## src/rtl/g711_pkg.sv

```systemverilog
package g711_pkg;

   typedef enum logic {
      OP_ENCODE = 1'b0,
      OP_DECODE = 1'b1
   } op_type;

   typedef enum logic {
      LAW_MU = 1'b0,
      LAW_A  = 1'b1
   } law_type;

   localparam int CSR_ADDR_W = 3;
   localparam int CSR_DATA_W = 32;

   // register index, taken from paddr above the byte offset
   localparam logic CSR_LAW_SELECT = 1'b0;

   localparam logic [12:0] MU_CLAMP = 13'h1FFF;
   localparam logic [16:0] MU_BIAS  = 17'd33;
   localparam logic [11:0] A_CLAMP  = 12'hFFF;
   localparam logic [7:0]  A_XOR    = 8'h55;

   typedef struct packed {
      logic        valid;
      op_type      op;
      law_type     law;
      logic [15:0] sample;
      logic [7:0]  code;
   } stage_type;

endpackage

```

## src/rtl/g711_law_codec_top.sv

```systemverilog
// G.711 mu-law / A-law companding codec. A request is taken whenever start is high;
// busy never rises, so one request is accepted every cycle and its result appears on
// rsp_strobe once it has passed the input register and then the result register (with the
// leading-one priority encoder and shifts between them). The receiver cannot stall:
// each result is shown for one cycle only. law_select (byte address 0) chooses mu-law
// (0) or A-law with byte swapping (1) and is sampled when the request is accepted.
module g711_law_codec_top (
   input  logic                             clock,
   input  logic                             reset,
   input  logic                             start,
   output logic                             busy,
   input  logic                             req_op,
   input  logic signed [15:0]               req_sample_in,
   input  logic [7:0]                       req_code_in,
   output logic                             rsp_strobe,
   output logic [7:0]                       rsp_code_out,
   output logic signed [15:0]               rsp_sample_out,
   input  logic                             psel,
   input  logic                             penable,
   input  logic                             pwrite,
   input  logic [g711_pkg::CSR_ADDR_W-1:0]  paddr,
   input  logic [g711_pkg::CSR_DATA_W-1:0]  pwdata,
   output logic [g711_pkg::CSR_DATA_W-1:0]  prdata,
   output logic                             pready
);

   g711_pkg::law_type   law_ff;
   g711_pkg::stage_type stage_ff;
   g711_pkg::stage_type stage_in;
   logic                strobe_ff;
   logic [7:0]          code_ff;
   logic [7:0]          code_in;
   logic [15:0]         sample_ff;
   logic [15:0]         sample_in;
   logic                csr_write;

   logic        mu_neg;
   logic [16:0] mu_abs;
   logic [16:0] mu_biased;
   logic [12:0] mu_mag;
   logic [2:0]  mu_seg;
   logic [12:0] mu_shifted;
   logic [7:0]  mu_enc;

   logic [15:0] a_swapped;
   logic        a_neg;
   logic [16:0] a_abs;
   logic [11:0] a_mag;
   logic [2:0]  a_seg;
   logic [2:0]  a_shift;
   logic [11:0] a_shifted;
   logic [7:0]  a_enc;

   logic [7:0]  mu_n;
   logic [12:0] mu_lin;
   logic [15:0] mu_dec;
   logic [7:0]  a_n;
   logic [11:0] a_lin;
   logic [15:0] a_signed;
   logic [15:0] a_dec;

   assign busy      = 1'b0;
   assign pready    = 1'b1;
   assign csr_write = psel && penable && pwrite && pready;
   assign prdata    = (paddr[2] == g711_pkg::CSR_LAW_SELECT)
                    ? {{(g711_pkg::CSR_DATA_W-1){1'b0}}, law_ff} : '0;

   always_ff @(posedge clock) begin
      if (reset) begin
         law_ff <= g711_pkg::LAW_MU;
      end else if (csr_write && paddr[2] == g711_pkg::CSR_LAW_SELECT) begin
         law_ff <= g711_pkg::law_type'(pwdata[0]);
      end
   end

   always_comb begin
      stage_in.valid  = start && !busy;
      stage_in.op     = g711_pkg::op_type'(req_op);
      stage_in.law    = law_ff;
      stage_in.sample = req_sample_in;
      stage_in.code   = req_code_in;
   end

   // encode paths
   always_comb begin
      mu_neg    = stage_ff.sample[15];
      mu_abs    = mu_neg ? 17'(17'h10000 - {1'b0, stage_ff.sample}) : {1'b0, stage_ff.sample};
      mu_biased = mu_abs + g711_pkg::MU_BIAS;
      mu_mag    = (mu_biased > {4'b0, g711_pkg::MU_CLAMP}) ? g711_pkg::MU_CLAMP
                                                          : mu_biased[12:0];
      mu_seg = 3'd0;
      for (int i = 1; i < 8; i++) begin
         if (mu_mag[5+i]) begin
            mu_seg = 3'(i);
         end
      end
      mu_shifted = mu_mag >> ({1'b0, mu_seg} + 4'd1);
      mu_enc     = ~{mu_neg, mu_seg, mu_shifted[3:0]};

      a_swapped = {stage_ff.sample[7:0], stage_ff.sample[15:8]};
      a_neg     = a_swapped[15];
      a_abs     = a_neg ? 17'(17'h10000 - {1'b0, a_swapped}) : {1'b0, a_swapped};
      a_mag     = (a_abs > {5'b0, g711_pkg::A_CLAMP}) ? g711_pkg::A_CLAMP : a_abs[11:0];
      a_seg = 3'd0;
      for (int i = 1; i < 8; i++) begin
         if (a_mag[4+i]) begin
            a_seg = 3'(i);
         end
      end
      a_shift   = (a_seg == 3'd0) ? 3'd1 : a_seg;
      a_shifted = a_mag >> a_shift;
      a_enc     = {a_neg, a_seg, a_shifted[3:0]} ^ g711_pkg::A_XOR;
   end

   // decode paths
   always_comb begin
      mu_n   = ~stage_ff.code;
      mu_lin = 13'({7'b0, 1'b1, mu_n[3:0], 1'b1} << mu_n[6:4]) - 13'd33;
      mu_dec = mu_n[7] ? 16'(16'd0 - {3'b0, mu_lin}) : {3'b0, mu_lin};

      a_n = stage_ff.code ^ g711_pkg::A_XOR;
      if (a_n[6:4] != 3'd0) begin
         a_lin = 12'({6'b0, 1'b1, a_n[3:0], 1'b1} << (a_n[6:4] - 3'd1));
      end else begin
         a_lin = {7'b0, a_n[3:0], 1'b1};
      end
      a_signed = a_n[7] ? 16'(16'd0 - {4'b0, a_lin}) : {4'b0, a_lin};
      a_dec    = {a_signed[7:0], a_signed[15:8]};
   end

   always_comb begin
      code_in   = 8'd0;
      sample_in = 16'd0;
      unique case (stage_ff.op)
         g711_pkg::OP_ENCODE: begin
            code_in = (stage_ff.law == g711_pkg::LAW_A) ? a_enc : mu_enc;
         end
         g711_pkg::OP_DECODE: begin
            sample_in = (stage_ff.law == g711_pkg::LAW_A) ? a_dec : mu_dec;
         end
         default: begin
            code_in = 8'd0;
         end
      endcase
   end

   always_ff @(posedge clock) begin
      if (reset) begin
         stage_ff  <= '0;
         strobe_ff <= 1'b0;
         code_ff   <= 8'd0;
         sample_ff <= 16'd0;
      end else begin
         stage_ff  <= stage_in;
         strobe_ff <= stage_ff.valid;
         code_ff   <= code_in;
         sample_ff <= sample_in;
      end
   end

   assign rsp_strobe     = strobe_ff;
   assign rsp_code_out   = code_ff;
   assign rsp_sample_out = sample_ff;

endmodule

```

## config.mk

```make
export PLATFORM = sky130hd
export DESIGN_NAME = g711_law_codec_top
export DESIGN_NICKNAME = d
export VERILOG_FILES = /design/src/rtl/g711_pkg.sv /design/src/rtl/g711_law_codec_top.sv
export SDC_FILE = /design/constraint.sdc
export NUM_CORES = 1
export LEC_CHECK = 0
export BUFFER_PORTS_ARGS = -buffer_cell sky130_fd_sc_hd__buf_2
export CORE_MARGIN = 1
export CORE_UTILIZATION = 35
export DETAILED_ROUTE_END_ITERATION = 7
export HOLD_SLACK_MARGIN = 0.1
export PLACE_DENSITY_LB_ADDON = 0.25
export SLEW_MARGIN = 20
export SYNTH_ARGS = -nofsm -noshare
export SYNTH_HDL_FRONTEND = slang
export SYNTH_SLANG_ARGS = --single-unit
```

## constraint.sdc

```tcl
create_clock -name clock -period 4.4 [get_ports clock]
set_clock_uncertainty 0.05 [all_clocks]
set_input_delay 0 -clock clock [delete_from_list [all_inputs] [get_ports clock]]
set_output_delay 0 -clock clock [all_outputs]
set_load 0.05 [all_outputs]
```

==> results.md, run 1 <==
* Netlist Area Pre-Place at between 5000 and 6000 um^2
* Worst IR Drop VDD at ~0.00018 V
* Fill cell count at about 1,600
* Count leader, synth: nor2_1
* Height of the die at around 130 um
* I/O pins at approximately 130
* Post-synthesis sequential area ratio at about a fifth
* Antenna fix cells at 0
* DRC Markers at 0
* Worst R2R End: rsp_code_out[1]
* Fmax at about 240 MHz
* Post-synth top area share at 18.9%
* Global route overflow at 0
* Max H-tree Level at 2
* Hpwl dp at about 12 mm
* Simple-gate share of the synthesized area at between 20% and 30%
* Endpoint class of the critical path: flop
* Core area at 15,400 um^2
* Final min period at approximately 4000 ps
* Compound-cell area share of the yosys netlist at between 20% and 30%
* I/O Buffers at 58
* Chip Width at 128 um
* Adder-Cell Fraction of Synth Area at ~2.9%
* Worst hold path type: primary input to flop
* Synth area leader: dfxtp_1
* Effective utilization at floorplan at approximately 36%
* Bufs on Longest Clock Path at 2
* Mapped Cells at 748
* Max Cap Viol at 0
* Post-synthesis xor/xnor area fraction at just under 10%
* CTS tree: built
* Clock-pin slew on the worst setup and hold paths at around 70 ps
* WS Path Type: flop to flop
* Vias in the first global route at 5,007
* CP max stage delay at 650 ps
* Syn. warnings at 0
* Hold Startpoint: reset
* Row count at 45
* Leakage at 2.61 nW
* Synth cell count leaders: nor2_1, nand2_1, dfxtp_1
* Antenna violations before repair at 0
* Routed wire length at between 15 and 20 mm
* Maximum number of pins on one net before global-route repair at 32
* Layout cells sized above 1 at between 15 and 20%
* Iter 0 DRT Violations at approximately 420
* Setup violators final at 0
* Pwr Total at about 1.7 mW
* Post-synth cell types at 90
* Post-synth top flop: dfxtp_1
* Syn avg cell area at around 7.5 um^2
* Post-synthesis mux area share at between 3 and 4%
* EDFF count, synth at 0
* Unrepaired setup endpoints after global routing: no
* Hold Path Cell Cnt at 2
* Critical Path RT at 4530 ps
* Total Die Area at 16,500 um^2
* R2R Setup Slk at about 300 ps
* Final Net Count at approximately 900
* Later-pin clock latency in the skew report at 300 ps
* Cells on worst reg2reg path at 11
* Largest family of logic cells by synthesized area: compound AO/OA/AOI/OAI gates
* CP max-delay cell: or4_4
* Endpoints failing hold at 0
* CP cell instances: or4_4 -> o31ai_1 -> xnor2_1 -> o2111ai_1 -> o31ai_2 -> buf_4 -> a22oi_2 -> a21o_1 -> a2111oi_2 -> a211oi_1 -> a2111oi_2
* Worst-margin pin slew at between 1000 and 1500 ps
* Clock buffers created by TritonCTS at 5
* CTS sink cnt at 53
* Final Cycle Share at 93.1%
* First-pass GRT wire length at between 20 and 30 mm
* Post-route ant nets at 0
* Slew Limit Fails at 0
* Async set-reset flop share out of synthesis at 0%
* Number of synthesized register bits at 53
* CP Data Arrival Time at 4220 ps
* WHS at 104 ps
* Average routed wire per standard cell at 14.9 um
* Vias per Instance at 5.33
* Top cell by count, worst path: a2111oi_2
* CP max FO at 10
* PD cells at 259 nW/um^2
* FF-to-FF Start: a_swapped[14]
* Final setup TNS at 0 ps
* Final GP Congestion at ~0.88
* Run status: finished, final reports clean
* Max transition margin at about 32%
* Drt pass-1 iters at 5
* Gr usage total at about 19%
* Top post-synthesis cells by area: dfxtp_1, xnor2_1, buf_4
* Clock Tree Root: clkbuf_16
* Area Growth Syn to Fin at 16.2%
* Startpoint types: flop
* Hold Crit Endpoint: a_n[1]
* Vias at between 5,000 and 6,000
## stage by stage
stage | std cells | utilization, % | worst slack, ps | instance area, um^2
floorplan | 779 | - | 488 | 5720
global placement | 999 | 39.3 | 417 | 6060
detailed placement | 999 | 39.3 | 333 | 6060
CTS | 1035 | 42.1 | 315 | 6490
global route | 1035 | 42.2 | 16.8 | 6510
finish | 1035 | 42.2 | 304 | 6510
## cell usage in the layout, fill, tap and decap left out, drive strengths merged, types with 6 or more instances in the layout
cell and count:
a211oi 22, a21boi 7, a21oi 45, a221oi 6, a31oi 6, buf 96
conb 33, dfxtp 53, dlygate4sd3 28, ha 13, inv 24, mux2 8
mux2i 12, nand2 57, nand2b 11, nand3 28, nand4 7, nor2 58
nor2b 40, nor3 15, nor4 7, o21a 8, o21ai 44, o31ai 11
o41ai 8, or2 6, or3 7, xnor2 42, xor2 20
## timing repair
action,4_1_cts,5_1_grt
gates resized for setup,0,3
endpoints found under the hold margin,27,0
hold buffers,28,0
endpoints found under the setup margin,0,1
setup buffers,0,0
## worst max-delay path: cells and delay by family, from the launching register on
family / cells / cell delay, ps
AOI/OAI and AO/OA: 8 / 2360
and+or+nand+nor: 1 / 650
buffers and inverters: 1 / 210
xor gates and xnor gates: 1 / 270
DFF: 1 / 430
## power breakdown
part / internal [mW] / switching (mW) / total (mW)
combinational: 0.274 / 0.470 / 0.744
sequential: 0.505 / 0.0275 / 0.532
clock: 0.215 / 0.191 / 0.407
## state kept, by name, indices dropped and copies added (netlist names)
signal and flops:
a_swapped 15, rsp_code_out 8, law_ff 1, a_n 4, rsp_strobe 1, stage_ff 7, rsp_sample_out 16, a_enc 1
## kinds of logic after synthesis
logic type,after synthesis
compound gates,217
xor+xnor,62
fa+ha+maj,13
buf+inv,111
flops,53
mux,20
other cells,2
simple gates,270
## metal layers
metal | part of all wire [%] | vias up | GRT usage, %
met3 | 5.5 | 15 | 2.91
met2 | 42 | 180 | 28.6
met5 | 0 | - | 0
met1 | 51 | 2528 | 28.7
li1 | - | 2793 | -
met4 | 1.3 | 0 | 4.91
## area by class of cell
class	instances	area (um^2)	share of cell area, %
multi-input cells	615	4090	62.8
flip-flops and latches	53	1060	16.3
repair buffers	124	856	13.2
well taps	211	264	4.06
clock buffers	5	125	1.92
inverters	24	90.1	1.38
clock inverters	3	26.3	0.404
## worst max-delay path by stage
| stage | start | cells past startpoint | to | slack [ps] |
|---|---|---|---|---|
| final | a_swapped[14] | 11 | rsp_code_out[1] | 300 |
| after global routing | a_swapped[14] | 11 | rsp_code_out[1] | 20 |
| after CTS | a_swapped[14] | 10 | rsp_code_out[0] | 310 |
| after floorplan | a_swapped[9] | 13 | rsp_code_out[0] | 490 |
| after detailed placement | a_swapped[14] | 10 | rsp_code_out[0] | 330 |
| after global placement | a_swapped[14] | 10 | rsp_code_out[0] | 420 |
No activity file was read; power rests on OpenSTA's default activity.
==> inputs of run 2 (changes only) <==
--- a/config.mk
+++ b/config.mk
@@ -7,2 +7,3 @@
 export LEC_CHECK = 0
+export ABC_AREA = 1
 export BUFFER_PORTS_ARGS = -buffer_cell sky130_fd_sc_hd__buf_2
@@ -11,2 +12,3 @@
 export DETAILED_ROUTE_END_ITERATION = 7
+export GPL_TIMING_DRIVEN = 0
 export HOLD_SLACK_MARGIN = 0.1
--- a/constraint.sdc
+++ b/constraint.sdc
@@ -4,2 +4,2 @@
 set_output_delay 0 -clock clock [all_outputs]
-set_load 0.05 [all_outputs]
+set_load 0.005 [all_outputs]
==> results.md, run 2 <==
* CP max FO at 9 (-1)
* Worst hold path type: primary input to output port
* Endpoints failing hold at 0 (unchanged)
* Layout cells sized above 1 at 18.9% (+1.6 points)
* Area Growth Syn to Fin at 20.2%
* CTS tree: built
* CTS resizes at 0 (unchanged)
* Crit path max-delay family: simple AND/OR/NAND/NOR gates
* Core area at 14,700 um^2 (-4.7%)
* CP max stage delay at 500 ps (-150 ps)
* EDFF count, synth at 0 (unchanged)
* I/O Buffers at 58 (unchanged)
* Average routed wire per standard cell at 11.6 um (-22%)
* Later-pin clock latency in the skew report at 300 ps (about the same)
* Top cell by count, worst path: nand2_1
* Total Die Area at 15,700 um^2 (-4.9%)
* Final Net Count at 1,102 (+22%)
* Netlist Area Pre-Place at 5320 um^2 (-5.0%)
* Top Layer Used: met4
* Endpoint class of the critical path: flop
* Final worst setup slack at 968 ps (+664 ps)
* CP Data Arrival Time at 3580 ps (-640 ps)
* Vias at 5,567 (+0.92%)
* Bufs on Longest Clock Path at 2 (unchanged)
* Finished Cell Area at 6400 um^2 (-1.7%)
* Antenna fix cells at 0 (unchanged)
* Clock-pin slew on the worst setup and hold paths at 60 ps (about the same)
* Final GP Congestion at 0.870 (-1.3%)
* Most common cell after layout, fill and taps aside: nand2_1
* Antenna violations before repair at 0 (unchanged)
* Slew Limit Fails at 0 (unchanged)
* Drt pass-1 iters at 7 (+2)
* Number of synthesized register bits at 53 (unchanged)
* Met2 WL at 6.58 mm (+2.5%)
* Final Cycle Share at 78.0% (-15 points)
* Max transition margin at 65.1% (+33 points)
* Height of the die at 125 um (-2.5%)
* Most frequent cells in the layout: nand2_1, inv_1, nand3_1
* First-pass GRT wire length at 24.1 mm (-6.1%)
* WL met1 at 6.75 mm (-15%)
* Async set-reset flop share out of synthesis at 0% (unchanged)
* Maximum number of pins on one net before global-route repair at 16 (-50%)
* Run status: finished, final reports clean
* Count leader, synth: nand2_1
* Gate power share at 40.0% (-4.2 points)
* Final min period at 3430 ps (-664 ps)
* Top post-synthesis cells by area: dfxtp_1, nand2_1, nand3_1
* Post-route ant nets at 0 (unchanged)
* Fmax at 291 MHz (+19%)
* Fill cell count at 1,585 (-3.3%)
* Startpoint types: flop
* Vias in the first global route at 5,192 (+3.7%)
* Row count at 44 (-2.2%)
* Hpwl dp at 11.3 mm (-3.4%)
* Final setup TNS at 0 ps (unchanged)
* Worst path bufs/invs at 5 (+4)
* Max Cap Viol at 0 (unchanged)
* Dpl ws at 996 ps (+663 ps)
* Post-synth cell types at 45 (-50%)
* Post-synth top flop: dfxtp_1
* Global route overflow at 0 (unchanged)
* Clock Tree Root: clkbuf_16
* Iter 0 DRT Violations at 326 (-23%)
* Chip Width at 125 um (-2.5%)
* Clock buffers created by TritonCTS at 5 (unchanged)
* DRC Markers at 0 (unchanged)
* Pwr Total at 1.52 mW (-9.7%)
* Vias per Instance at 4.61 (-14%)
* Max H-tree Level at 2 (unchanged)
* CTS sink cnt at 53 (unchanged)
* PD cells at 238 nW/um^2 (-8.2%)
* CP cell instances: inv_2 -> ha_1 -> nand2_1 -> o21ai_2 -> ha_1 -> inv_1 -> a21oi_1 -> nand3_1 -> nand2_2 -> nand2_2 -> inv_1 -> nand2_1 -> nand2_1 -> nand2_1 -> inv_1 -> nand2_2 -> nor2_4 -> nor2_1 -> nor2_1 -> nand2_1 -> nand3_1 -> nand3_1 -> nand2_1 -> inv_1
* CP max-delay cell: dfxtp_1
* Post-Place Cell Area at 5960 um^2 (-1.7%)
* Synth cell count leaders: nand2_1, inv_1, nand3_1
* Clock power share at 25.7% (+1.5 points)
* NetSw at 0.580 mW (-16%)
* Worst-margin pin slew at 524 ps (-476 ps)
* Gr usage total at 18.7% (-0.56 points)
* Setup violators final at 0 (unchanged)
* I/O pins at 125 (unchanged)
* Unrepaired setup endpoints after global routing: no
* Critical Path RT at 4550 ps (+20 ps)
* Mapped Cells at 897 (+20%)
* Syn. warnings at 0 (unchanged)
* WS Path Type: flop to flop
* Syn avg cell area at 5.93 um^2 (-21%)
* Flop pwr share at 34.4% (+2.8 points)
* Leakage at 3.41 nW (+31%)
* Worst IR Drop VDD at 0.000128 V (-29%)
* P_int at 0.940 mW (-5.4%)
* Post-synthesis sequential area ratio at 19.9% (+0.99 points)
* Synth area leader: dfxtp_1
* Effective utilization at floorplan at 36.2% (-0.092 points)
* Max reg flops at 16 (unchanged)
* Routed wire length at 14.0 mm (-9.0%)
* Sw Ratio at 38.2% (-2.8 points)
* Routed wl met3 at 467 um (-45%)
* Post-synth top area share at 19.9% (+0.99 points)
-- run 2: final cells by class --
| class | count | area [um^2] | share of cell area (%) |
|---|---|---|---|
| Buffer | 57 | 388 | 6.06 |
| Clock buffer | 7 | 133 | 2.07 |
| Clock inverter | 1 | 7.51 | 0.117 |
| Inverter | 143 | 543 | 8.49 |
| Multi-Input combinational cell | 675 | 3450 | 53.9 |
| Sequential cell | 53 | 1060 | 16.6 |
| Tap cell | 184 | 230 | 3.60 |
| Timing Repair Buffer | 88 | 591 | 9.23 |
-- run 2: metrics by stage --
step | cells | utilization [%] | hold slack [ps]
2_1_floorplan | 928 | - | -18.9
3_3_place_gp | 1170 | 40.5 | 151
3_5_place_dp | 1170 | 40.5 | 155
4_1_cts | 1208 | 43.5 | 185
5_1_grt | 1208 | 43.5 | 231
6_report | 1208 | 43.5 | 208
-- run 2: what timing repair did --
item                                   in CTS  in global routing
hold buffers                               30                  0
buffers inserted                            0                  0
endpoints found under the hold margin      33                  0
-- run 2: kinds of logic after synthesis --
group | synth area share [%]
buffers and inverters | 17.5
xor gates and xnor gates | 2.96
DFF | 19.9
AOI/OAI and AO/OA | 12.7
and+or+nand+nor | 43.8
adders and majority gates | 3.06
other | 0.141
-- run 2: power groups by stage --
stage / clock [mW] / combinational [mW] / sequential (mW)
after floorplan: 0 / 0.450 / 0.532
final: 0.390 / 0.607 / 0.522
after detailed placement: 0 / 0.581 / 0.534
after global routing: 0.426 / 0.689 / 0.525
after CTS: 0.405 / 0.603 / 0.523
after global placement: 0 / 0.578 / 0.533
-- run 2: worst min-delay path, cell delays in order --
cell and delay [ps]:
buf_2 90, nor2_1 50, buf_2 120
-- run 2: metal layers --
metal | up-vias | track usage [%]
li1 | 3015 | -
met1 | 2418 | 24.1
met2 | 118 | 32.6
met3 | 16 | 2.61
met4 | 0 | 5.02
met5 | - | 0
-- run 2: worst paths after layout --
check	slack, ps	endpoint	cells past startpoint	from
max	970	rsp_code_out[0]	24	a_swapped[8]
min	210	prdata[0]	3	paddr[2]
max reg2reg	970	rsp_code_out[0]	24	a_swapped[8]
min reg2reg	350	rsp_strobe	2	stage_ff[26]
